`src/hw/rtl/lcd_fw_pkg.sv`:
```
// Shared types and constants for the serial LCD frame writer.
`timescale 1ns / 1ps
`default_nettype none

package lcd_fw_pkg;

    typedef enum logic [1:0] {
        OP_CMD   = 2'd0,
        OP_START = 2'd1,
        OP_CONT  = 2'd2
    } opcode_t;

    localparam logic [2:0] ID_CMD   = 3'b100;
    localparam logic [2:0] ID_WRITE = 3'b101;

    localparam int          HDR_W          = 12;
    localparam logic [3:0]  CMD_FRAME_BITS = 4'd12;
    localparam logic [3:0]  HDR_BITS       = 4'd9;
    localparam int          DATA_W         = 32;
    localparam int          CNT_W          = 6;

    // Everything the serialiser needs to run one item.
    typedef struct packed {
        logic [HDR_W-1:0]  hdr;        // header bits, left aligned, sent MSB first
        logic [3:0]        hdr_cnt;
        logic [DATA_W-1:0] data;       // data bits, sent LSB first
        logic [CNT_W-1:0]  data_cnt;
        logic              close;
        logic              single;     // one result without a clocked bit
        logic              single_rel;
        logic              single_err;
    } load_t;

endpackage

`default_nettype wire

```
`src/hw/rtl/lcd_driver_serial_frame_writer.sv`:
```
// Top level of the three-wire segment LCD serial frame writer.
`timescale 1ns / 1ps
`default_nettype none

// Each accepted item produces one output word per serial bit, one word per
// cycle while the output side keeps up: 12 words for a command, 9 plus the
// saturated bit count for a write start, the bit count (at least one word)
// for a continue, and a single word for a misplaced opcode. The figure is set
// by the header and data shift registers, which move one bit per cycle while
// the output side keeps up. The next item is taken in the cycle after the last
// word of the current one has entered the output register.
module lcd_driver_serial_frame_writer
    import lcd_fw_pkg::*;
#(
    parameter int CHUNK_BITS = 32
) (
    input  wire logic              aclk,
    input  wire logic              aresetn,
    input  wire logic              s_valid,
    output logic                   s_ready,
    input  wire logic [1:0]        s_opcode,
    input  wire logic [7:0]        s_command_code,
    input  wire logic [5:0]        s_address,
    input  wire logic [DATA_W-1:0] s_data_bits,
    input  wire logic [CNT_W-1:0]  s_bit_count,
    input  wire logic              s_close_frame,
    output logic                   m_valid,
    input  wire logic              m_ready,
    output logic                   m_bit_value,
    output logic                   m_bit_valid,
    output logic                   m_select_release,
    output logic                   m_run_last,
    output logic                   m_error
);

    logic  accept;
    load_t load;

    assign accept = s_valid && s_ready;

    lcd_fw_decode #(
        .CHUNK_BITS(CHUNK_BITS)
    ) u_decode (
        .aclk        (aclk),
        .aresetn     (aresetn),
        .accept      (accept),
        .opcode      (s_opcode),
        .command_code(s_command_code),
        .address     (s_address),
        .data_bits   (s_data_bits),
        .bit_count   (s_bit_count),
        .close_frame (s_close_frame),
        .load        (load)
    );

    lcd_fw_serial u_serial (
        .aclk            (aclk),
        .aresetn         (aresetn),
        .load_en         (accept),
        .load            (load),
        .ready           (s_ready),
        .m_valid         (m_valid),
        .m_ready         (m_ready),
        .m_bit_value     (m_bit_value),
        .m_bit_valid     (m_bit_valid),
        .m_select_release(m_select_release),
        .m_run_last      (m_run_last),
        .m_error         (m_error)
    );

endmodule

`default_nettype wire

```
`src/hw/rtl/lcd_fw_decode.sv`:
```
// Opcode decoder and frame state for the serial LCD frame writer.
`timescale 1ns / 1ps
`default_nettype none

module lcd_fw_decode
    import lcd_fw_pkg::*;
#(
    parameter int CHUNK_BITS = 32
) (
    input  wire logic              aclk,
    input  wire logic              aresetn,
    input  wire logic              accept,
    input  wire logic [1:0]        opcode,
    input  wire logic [7:0]        command_code,
    input  wire logic [5:0]        address,
    input  wire logic [DATA_W-1:0] data_bits,
    input  wire logic [CNT_W-1:0]  bit_count,
    input  wire logic              close_frame,
    output load_t                  load
);

    localparam logic [CNT_W-1:0] CHUNK_LIM = CNT_W'(CHUNK_BITS);

    logic             frame_open_reg;
    logic             frame_open_next;
    logic [CNT_W-1:0] cnt_sat;

    assign cnt_sat = (bit_count > CHUNK_LIM) ? CHUNK_LIM : bit_count;

    always_comb begin
        load            = '0;
        load.data       = data_bits;
        frame_open_next = frame_open_reg;
        unique case (opcode)
            OP_CMD: begin
                if (frame_open_reg) begin
                    load.single     = 1'b1;
                    load.single_err = 1'b1;
                end else begin
                    load.hdr     = {ID_CMD, command_code, 1'b0};
                    load.hdr_cnt = CMD_FRAME_BITS;
                    load.close   = 1'b1;
                end
            end
            OP_START: begin
                if (frame_open_reg) begin
                    load.single     = 1'b1;
                    load.single_err = 1'b1;
                end else begin
                    load.hdr        = {ID_WRITE, address, 3'b000};
                    load.hdr_cnt    = HDR_BITS;
                    load.data_cnt   = cnt_sat;
                    load.close      = close_frame;
                    frame_open_next = !close_frame;
                end
            end
            OP_CONT: begin
                if (!frame_open_reg) begin
                    load.single     = 1'b1;
                    load.single_err = 1'b1;
                end else begin
                    // An empty chunk still yields one result carrying the close flag.
                    load.single     = (cnt_sat == '0);
                    load.single_rel = close_frame;
                    load.data_cnt   = cnt_sat;
                    load.close      = close_frame;
                    frame_open_next = !close_frame;
                end
            end
            default: begin
                load.single     = 1'b1;
                load.single_err = 1'b1;
            end
        endcase
    end

    always_ff @(posedge aclk) begin
        if (!aresetn) begin
            frame_open_reg <= 1'b0;
        end else if (accept) begin
            frame_open_reg <= frame_open_next;
        end
    end

endmodule

`default_nettype wire

```
`src/hw/rtl/lcd_fw_serial.sv`:
```
// Bit serialiser with header and data shift registers and an output register.
`timescale 1ns / 1ps
`default_nettype none

module lcd_fw_serial
    import lcd_fw_pkg::*;
(
    input  wire logic  aclk,
    input  wire logic  aresetn,
    input  wire logic  load_en,
    input  wire load_t load,
    output logic       ready,
    output logic       m_valid,
    input  wire logic  m_ready,
    output logic       m_bit_value,
    output logic       m_bit_valid,
    output logic       m_select_release,
    output logic       m_run_last,
    output logic       m_error
);

    logic              busy_reg, busy_next;
    logic [HDR_W-1:0]  hdr_reg, hdr_next;
    logic [3:0]        hdr_cnt_reg, hdr_cnt_next;
    logic [DATA_W-1:0] data_reg, data_next;
    logic [CNT_W-1:0]  data_cnt_reg, data_cnt_next;
    logic              close_reg, single_reg, single_rel_reg, single_err_reg;

    logic out_valid_reg, out_valid_next;
    logic out_bit_reg, out_bvalid_reg, out_rel_reg, out_last_reg, out_err_reg;

    logic emit;
    logic e_bit, e_bvalid, e_rel, e_last, e_err;

    assign emit  = busy_reg && (!out_valid_reg || m_ready);
    assign ready = !busy_reg;

    always_comb begin
        hdr_next      = hdr_reg;
        hdr_cnt_next  = hdr_cnt_reg;
        data_next     = data_reg;
        data_cnt_next = data_cnt_reg;
        e_bit         = 1'b0;
        e_bvalid      = 1'b0;
        e_rel         = 1'b0;
        e_last        = 1'b1;
        e_err         = 1'b0;
        if (single_reg) begin
            e_rel = single_rel_reg;
            e_err = single_err_reg;
        end else if (hdr_cnt_reg != '0) begin
            e_bit        = hdr_reg[HDR_W-1];
            e_bvalid     = 1'b1;
            e_last       = (hdr_cnt_reg == 4'd1) && (data_cnt_reg == '0);
            e_rel        = e_last && close_reg;
            hdr_next     = {hdr_reg[HDR_W-2:0], 1'b0};
            hdr_cnt_next = hdr_cnt_reg - 4'd1;
        end else begin
            // Zero fill on the left (MSB end) makes positions past the chunk read as zero.
            e_bit         = data_reg[0];
            e_bvalid      = 1'b1;
            e_last        = (data_cnt_reg == CNT_W'(1));
            e_rel         = e_last && close_reg;
            data_next     = {1'b0, data_reg[DATA_W-1:1]};
            data_cnt_next = data_cnt_reg - CNT_W'(1);
        end
        busy_next = busy_reg;
        if (load_en) begin
            busy_next = 1'b1;
        end else if (emit && e_last) begin
            busy_next = 1'b0;
        end
        out_valid_next = out_valid_reg;
        if (emit) begin
            out_valid_next = 1'b1;
        end else if (m_ready) begin
            out_valid_next = 1'b0;
        end
    end

    always_ff @(posedge aclk) begin
        if (!aresetn) begin
            busy_reg      <= 1'b0;
            out_valid_reg <= 1'b0;
        end else begin
            busy_reg      <= busy_next;
            out_valid_reg <= out_valid_next;
        end
    end

    always_ff @(posedge aclk) begin
        if (load_en) begin
            hdr_reg        <= load.hdr;
            hdr_cnt_reg    <= load.hdr_cnt;
            data_reg       <= load.data;
            data_cnt_reg   <= load.data_cnt;
            close_reg      <= load.close;
            single_reg     <= load.single;
            single_rel_reg <= load.single_rel;
            single_err_reg <= load.single_err;
        end else if (emit) begin
            hdr_reg      <= hdr_next;
            hdr_cnt_reg  <= hdr_cnt_next;
            data_reg     <= data_next;
            data_cnt_reg <= data_cnt_next;
        end
        if (emit) begin
            out_bit_reg    <= e_bit;
            out_bvalid_reg <= e_bvalid;
            out_rel_reg    <= e_rel;
            out_last_reg   <= e_last;
            out_err_reg    <= e_err;
        end
    end

    assign m_valid          = out_valid_reg;
    assign m_bit_value      = out_bit_reg;
    assign m_bit_valid      = out_bvalid_reg;
    assign m_select_release = out_rel_reg;
    assign m_run_last       = out_last_reg;
    assign m_error          = out_err_reg;

    // A new item is only loaded once the previous one has fully left the shifter.
    a_load_idle: assert property (@(posedge aclk) disable iff (!aresetn)
        load_en |-> !busy_reg)
        else $error("item loaded while the serialiser was busy");

    // A busy shifter always has something left to send.
    a_not_empty: assert property (@(posedge aclk) disable iff (!aresetn)
        busy_reg |-> (single_reg || hdr_cnt_reg != '0 || data_cnt_reg != '0))
        else $error("serialiser busy with no bits left");

    // A word without a clocked bit is always a lone, final word.
    a_single_last: assert property (@(posedge aclk) disable iff (!aresetn)
        (out_valid_reg && !out_bvalid_reg) |-> (out_last_reg && !out_bit_reg))
        else $error("unclocked word is not final or carries data");

    // An error never releases select.
    a_err_rel: assert property (@(posedge aclk) disable iff (!aresetn)
        (out_valid_reg && out_err_reg) |-> (!out_rel_reg && !out_bvalid_reg))
        else $error("error word with select release or data");

endmodule

`default_nettype wire

```
`config.mk`:
```
export PLATFORM = sky130hd
export DESIGN_NAME = lcd_driver_serial_frame_writer
export DESIGN_NICKNAME = d
export VERILOG_FILES = /design/src/hw/rtl/lcd_fw_pkg.sv /design/src/hw/rtl/lcd_driver_serial_frame_writer.sv /design/src/hw/rtl/lcd_fw_decode.sv /design/src/hw/rtl/lcd_fw_serial.sv
export SDC_FILE = /design/constraint.sdc
export NUM_CORES = 1
export LEC_CHECK = 0
export BUFFER_PORTS_ARGS = -buffer_cell sky130_fd_sc_hd__buf_2
export CAP_MARGIN = 20
export CORE_ASPECT_RATIO = 1.1
export CORE_UTILIZATION = 53
export CTS_CLUSTER_SIZE = 8
export DETAILED_ROUTE_END_ITERATION = 10
export HOLD_SLACK_MARGIN = 0.15
export MAX_ROUTING_LAYER = met4
export PLACE_DENSITY_LB_ADDON = 0.2
export SLEW_MARGIN = 20
export SYNTH_ARGS = -nofsm -noshare
export SYNTH_HDL_FRONTEND = slang
export SYNTH_SLANG_ARGS = --single-unit
```
`constraint.sdc`:
```
create_clock -name aclk -period 5.55 [get_ports aclk]
set_clock_uncertainty 0.05 [all_clocks]
set_input_delay 1.3875 -clock aclk [delete_from_list [all_inputs] [get_ports aclk]]
set_output_delay 1.3875 -clock aclk [all_outputs]
set_load 0.05 [all_outputs]
```
* Word level (Yosys, flattened, before mapping)
Index checks and enable logic that the tools add are counted.
** Storage, ports and cells
- Bits in registers :: 66
- Input bits :: 59
- Output and inout port bits :: 7
- Word-level logic and storage cells :: 91
** Operators by class
- Add/subtract/negate cells :: 2
- Order comparisons :: 1
- Equal/unequal tests :: 6
- Muxes and demuxes :: 42
- Reduce and logical (&&, ||, !) cells :: 24
** Operators by type and width (number)
- 32-bit two-way mux :: 4
- 12-bit two-way mux :: 4
- 16-bit two-way mux :: 2
- 16-bit case mux with 2 select lines :: 1
- 6-bit two-way mux :: 5
- 4-bit two-way mux :: 4
- 1-bit two-way mux :: 15
- 7-bit two-way mux :: 2
- 6-bit logical NOT :: 2
- 6-bit case mux with 2 select lines :: 1
- 2-bit nonzero test :: 5
- 6-bit by 1-bit == test with 1-bit output (second input constant) :: 1
- 6-bit > comparator (second input constant) :: 1
- 1-bit logical AND :: 6
- 1-bit case mux with 2 select lines :: 3
- 3-bit AND reduction :: 2
- 6-bit by 1-bit subtractor with 6-bit output (second input constant) :: 1
- 4-bit by 1-bit == test with 1-bit output (second input constant) :: 1
- 2-bit != test (second input constant) :: 2
- 2-bit AND reduction :: 2
- 4-bit nonzero test :: 1
- 4-bit by 1-bit subtractor with 4-bit output (second input constant) :: 1
- 1-bit logical NOT :: 3
- 1-bit case mux with 3 select lines :: 1
- 5 further kinds :: 5

* Logic depth before layout (Yosys ltp)
- Depth after elaboration :: 7
- Mapped depth :: 7

* Cells and area by module
Synthesis repeated with hierarchy kept, for this count alone.
** Second synthesis, totals
- Cells, all modules :: 260
- Area total of the unflattened synthesis :: 3475.8 um2
** Modules (own cells, without submodules)
- lcd_fw_serial :: instances 1, cells an instance 178, area each 2857.7 um2
- lcd_fw_decode :: instances 1, cells an instance 81, area each 611.8 um2
- lcd_driver_serial_frame_writer :: instances 1, cells an instance 1, area each 6.3 um2

* Least setup slack after synthesis
No wires, ideal clock.
- Kind :: input -> register
- Start :: in m_ready
- End :: reg u_serial.hdr_cnt_reg[0], enable pin
- Arrival time :: 2.860 ns
- Required time :: 5.089 ns
- Slack :: 2.229 ns
- Cell stages on the path :: 3
- Buffers on the path :: 0
- Cell sequence :: nand2b_1 > nand2_1 > o31ai_1
** On the way
- Longest elaborated chain between the ends :: 4
** RTL lines
- from (decl) :: RTL line lcd_driver_serial_frame_writer.sv:28 : input wire logic m_ready,
- 1-bit logical OR :: RTL line lcd_fw_serial.sv:35 : assign emit = busy_reg && (!out_valid_reg || m_ready);
- 1-bit logical AND :: RTL line lcd_fw_serial.sv:35
- 2-bit nonzero test (no line)
- 3-bit AND reduction (no line)
- to (signal assigned) :: RTL line lcd_fw_serial.sv:94 : hdr_cnt_reg <= load.hdr_cnt;
- to (signal assigned) :: RTL line lcd_fw_serial.sv:103 : hdr_cnt_reg <= hdr_cnt_next;
- to (decl) :: RTL line lcd_fw_serial.sv:24 : logic [3:0] hdr_cnt_reg, hdr_cnt_next;
No other way between the ends.
A chain may end at the register's enable or synchronous reset.

* Final worst setup path
- Start :: in s_valid
- End :: reg u_serial.data_reg[31], enable pin
** On the way
- Longest elaborated chain between the ends :: 3
- Elaborated cells on any way between the ends :: 5
- Classes of those cells :: eq/ne: 2; reduce/logical: 3
** RTL lines
- from (decl) :: RTL line lcd_driver_serial_frame_writer.sv:19 : input wire logic s_valid,
- 1-bit logical AND * :: RTL line lcd_driver_serial_frame_writer.sv:39 : assign accept = s_valid && s_ready;
- 2-bit != test (no line) / 2-bit nonzero test (equally long branches)
- 3-bit AND reduction (no line) *
- to (signal assigned) :: RTL line lcd_fw_serial.sv:95 : data_reg <= load.data;
- to (signal assigned) :: RTL line lcd_fw_serial.sv:104 : data_reg <= data_next;
- to (decl) :: RTL line lcd_fw_serial.sv:25 : logic [DATA_W-1:0] data_reg, data_next;
Mark *: on every way between the ends. The rest lies on a longest branch, timed or not.

==> results.rst <==
.. list-table::
   :header-rows: 1

   * - Metric
     - Value
   * - Post-layout nets
     - 419
   * - Length of routed wiring on met1
     - 2680 um
   * - Post-synthesis cell count
     - 285
   * - Kind of end point of the critical path
     - flop
   * - Final hold violation count
     - 0
   * - Core Rows
     - 28
   * - Worst supply voltage drop on vdd
     - 183 uV
   * - Layout cell share with drive strength beyond 1
     - 0.245
   * - TNS Setup
     - 0 ns
   * - Highest layer used for signal routing
     - met4
   * - Vias in the first global route
     - 2008
   * - Clock tree buffer depth
     - 2
   * - Leakage power
     - 0.00161 uW
   * - EDFF count, synth
     - 62
   * - H-tree level count
     - 3
   * - Clock Pin Slew Worst Setup and Hold Paths
     - 0.06 ns
   * - Run status
     - complete, no violations
   * - HPWL Detailed
     - 3790 um
   * - Cell at the slowest stage of the critical path
     - sky130_fd_sc_hd__a41o_2
   * - Worst path required time
     - 5.46 ns
   * - Number of synthesized register bits
     - 65
   * - Library cell occupying the most area in the post-synthesis netlist
     - sky130_fd_sc_hd__edfxtp_1
   * - Final core area utilization
     - 0.664
   * - TritonCTS buffer count
     - 9
   * - Flip-flop count of the largest register, all copies and words added
     - 32
   * - Register cell area after layout
     - 1920 um^2
   * - Overflow left after global routing
     - 0
   * - Main area contributors after synthesis
     - sky130_fd_sc_hd__edfxtp_1 (60%), sky130_fd_sc_hd__nand2_1 (13%), sky130_fd_sc_hd__ha_1 (4.0%)
   * - Worst-path cell chain
     - buf_2 -> nand2b_4 -> clkinv_1 -> a41o_2
   * - Filler cell count in the final layout
     - 473
   * - Overall die width
     - 74.8 um
   * - Global-route wire length before repair
     - 9200 um
   * - Hold_buf cts
     - 0
   * - Count of port buffers added during placement
     - 65
   * - # diodes
     - 0
   * - Worst min path class
     - flop to flop
   * - Final Max Slew Viols
     - 0
   * - Share of flip-flops with an asynchronous set or reset after synthesis
     - 0
   * - Antenna violations before repair
     - 0
   * - Portion of synthesized cell area occupied by the leading cell type
     - 0.602
   * - Syn nets
     - 354
   * - Total power density per cell area
     - 321 nW/um^2
   * - Most used DFF post-synth
     - sky130_fd_sc_hd__edfxtp_1
   * - Slew HR
     - 0.450
   * - Die height
     - 82.1 um
   * - Synthesis-to-layout area growth
     - 18.1%
   * - Finish-stage setup viols
     - 0
   * - Post-place setup slack
     - 2.40 ns
   * - Most frequent cells in the layout
     - sky130_fd_sc_hd__nand2_1 (108), sky130_fd_sc_hd__buf_2 (65), sky130_fd_sc_hd__edfxtp_1 (62)
   * - Startpoint kind of the worst setup timing path
     - primary input
   * - Unrepaired setup endpoints after global routing
     - no
   * - Sequential share of the synthesized area
     - 0.622
   * - Final min period
     - 2.78 ns
   * - Total number of vias
     - 2212
   * - Post-synthesis cell type count
     - 43
   * - Clock Latency Late Sink
     - 0.34 ns
   * - Total wirelength of the detailed-routed design
     - 5700 um
   * - Max incr delay on CP
     - 0.56 ns
   * - Buffer type at the clock tree root
     - sky130_fd_sc_hd__clkbuf_8
   * - Wire length on met3
     - 198 um
   * - Vias per Instance
     - 5.14
   * - Largest delay contributor family on the critical path
     - compound AO/OA/AOI/OAI gates
   * - Final clock period utilization by the worst path
     - 0.501
   * - Routability-driven placement congestion ratio
     - 0.733
   * - Area of the core region
     - 5500 um^2
   * - Mean instance size in the synthesized netlist
     - 10.8 um^2
   * - Final critical-path setup slack
     - 2.77 ns
   * - CTS Sinks
     - 65
   * - Number of ports placed on the die boundary
     - 66
   * - Post-CTS setup repair buffer count
     - 0
   * - Critical Setup Path Class
     - primary input to flop
   * - Total GRT Usage
     - 0.212
   * - Register-to-Register Setup Slack
     - 3.00 ns
   * - Cell total after placement
     - 414
   * - Largest net degree at the start of global routing
     - 50
   * - TritonCTS clock tree
     - built
   * - Max-capacitance violation count
     - 0
   * - Crit path buf inv count
     - 2
   * - Post-DRT Antenna Nets
     - 0
   * - Met2 wire len
     - 2720 um
   * - Multi-input combinational cell area
     - 1080 um^2
   * - Most common cell after layout, fill and taps aside
     - sky130_fd_sc_hd__nand2_1
   * - Number of resized instances in the post-cts repair step
     - 0
   * - Starting Density
     - 0.562
   * - Cell area after synthesis
     - 3090 um^2
   * - Detailed router's first-iteration violation count
     - 147
   * - Avg WL per Cell
     - 13.2 um
   * - Post-layout total power
     - 1170 uW
   * - Data arrival, critical path
     - 2.70 ns
   * - Worst Tran Pin Value
     - 0.824 ns
   * - Pre-antenna DRT Iters
     - 4
   * - Largest fanout on the critical path
     - 49
   * - Timing-limited maximum frequency
     - 359 MHz
   * - Count of synthesis-stage warnings from yosys
     - 0
   * - Number of DRC violations after detailed routing
     - 0
   * - Area of the die
     - 6140 um^2
   * - Filler-free cell count of the finished design
     - 430
worst paths after layout:
path                                              start                     to  cells after the start
worst min register to register      u_serial.hdr_reg[1]    u_serial.hdr_reg[2]                      2
worst max-delay path                            s_valid  u_serial.data_reg[31]                      4
worst min-delay path                u_serial.hdr_reg[1]    u_serial.hdr_reg[2]                      2
worst max register to register  u_serial.hdr_cnt_reg[0]  u_serial.data_reg[31]                      4
final cells by class:
cell class / instances / area share
tap: 75 / 0.0257
timing repair buffer: 67 / 0.0932
sequential: 65 / 0.526
clock inverter: 5 / 0.0127
clock buffer: 11 / 0.0360
multi-input combinational: 196 / 0.295
inverter: 11 / 0.0113
logic make-up after synthesis:
group                    synth area share
adder cells (fa/ha/maj)            0.0405
AND/OR/NAND/NOR                     0.200
AO/OA/AOI/OAI                      0.0846
multiplexers                      0.00648
buffers and inverters              0.0324
flip-flops                          0.622
XOR/XNOR                           0.0142
through the flow:
step | area [um^2] | hold WS [ns]
after global routing | 3650 | 0.476
after global placement | 3470 | 0.445
after detailed placement | 3470 | 0.452
after CTS | 3650 | 0.467
final | 3650 | 0.462
after floorplan | 3090 | 0.434
layer usage:
layer  GRT usage  vias to the layer above
met5           -                        -
met2       0.324                       48
met4       0.102                        0
met1       0.273                     1038
met3      0.0400                       12
li1            -                     1114
report_power, final:
part / switching (uW) / internal, uW / total [uW] / leakage (uW)
registers: 24.7 / 607 / 632 / 0.000630
clock network: 168 / 202 / 370 / 0.0000898
logic: 103 / 66.5 / 169 / 0.000892
cells in the mapped netlist (2+ instances only):
| cell type | number |
|---|---|
| sky130_fd_sc_hd__mux2i_1 | 2 |
| sky130_fd_sc_hd__nand2b_1 | 3 |
| sky130_fd_sc_hd__a31oi_1 | 2 |
| sky130_fd_sc_hd__nand3b_1 | 4 |
| sky130_fd_sc_hd__xor2_1 | 3 |
| sky130_fd_sc_hd__buf_2 | 8 |
| sky130_fd_sc_hd__inv_1 | 10 |
| sky130_fd_sc_hd__edfxtp_1 | 62 |
| sky130_fd_sc_hd__dfxtp_1 | 3 |
| sky130_fd_sc_hd__nand2_1 | 108 |
| sky130_fd_sc_hd__a22oi_1 | 6 |
| sky130_fd_sc_hd__nor3b_1 | 2 |
| sky130_fd_sc_hd__xnor2_1 | 2 |
| sky130_fd_sc_hd__clkbuf_1 | 4 |
| sky130_fd_sc_hd__and2_1 | 4 |
| sky130_fd_sc_hd__nor3_1 | 5 |
| sky130_fd_sc_hd__and3_1 | 2 |
| sky130_fd_sc_hd__a22o_1 | 4 |
| sky130_fd_sc_hd__nor2_1 | 6 |
| sky130_fd_sc_hd__o21ai_0 | 12 |
| sky130_fd_sc_hd__a31o_2 | 2 |
| sky130_fd_sc_hd__ha_1 | 10 |
worst min-delay path, delay by kind of cell (launching register included):
family,cells,cell delay (ns)
flops,1,0.32
simple gates,2,0.10
Power figures use the tool's default switching activity.
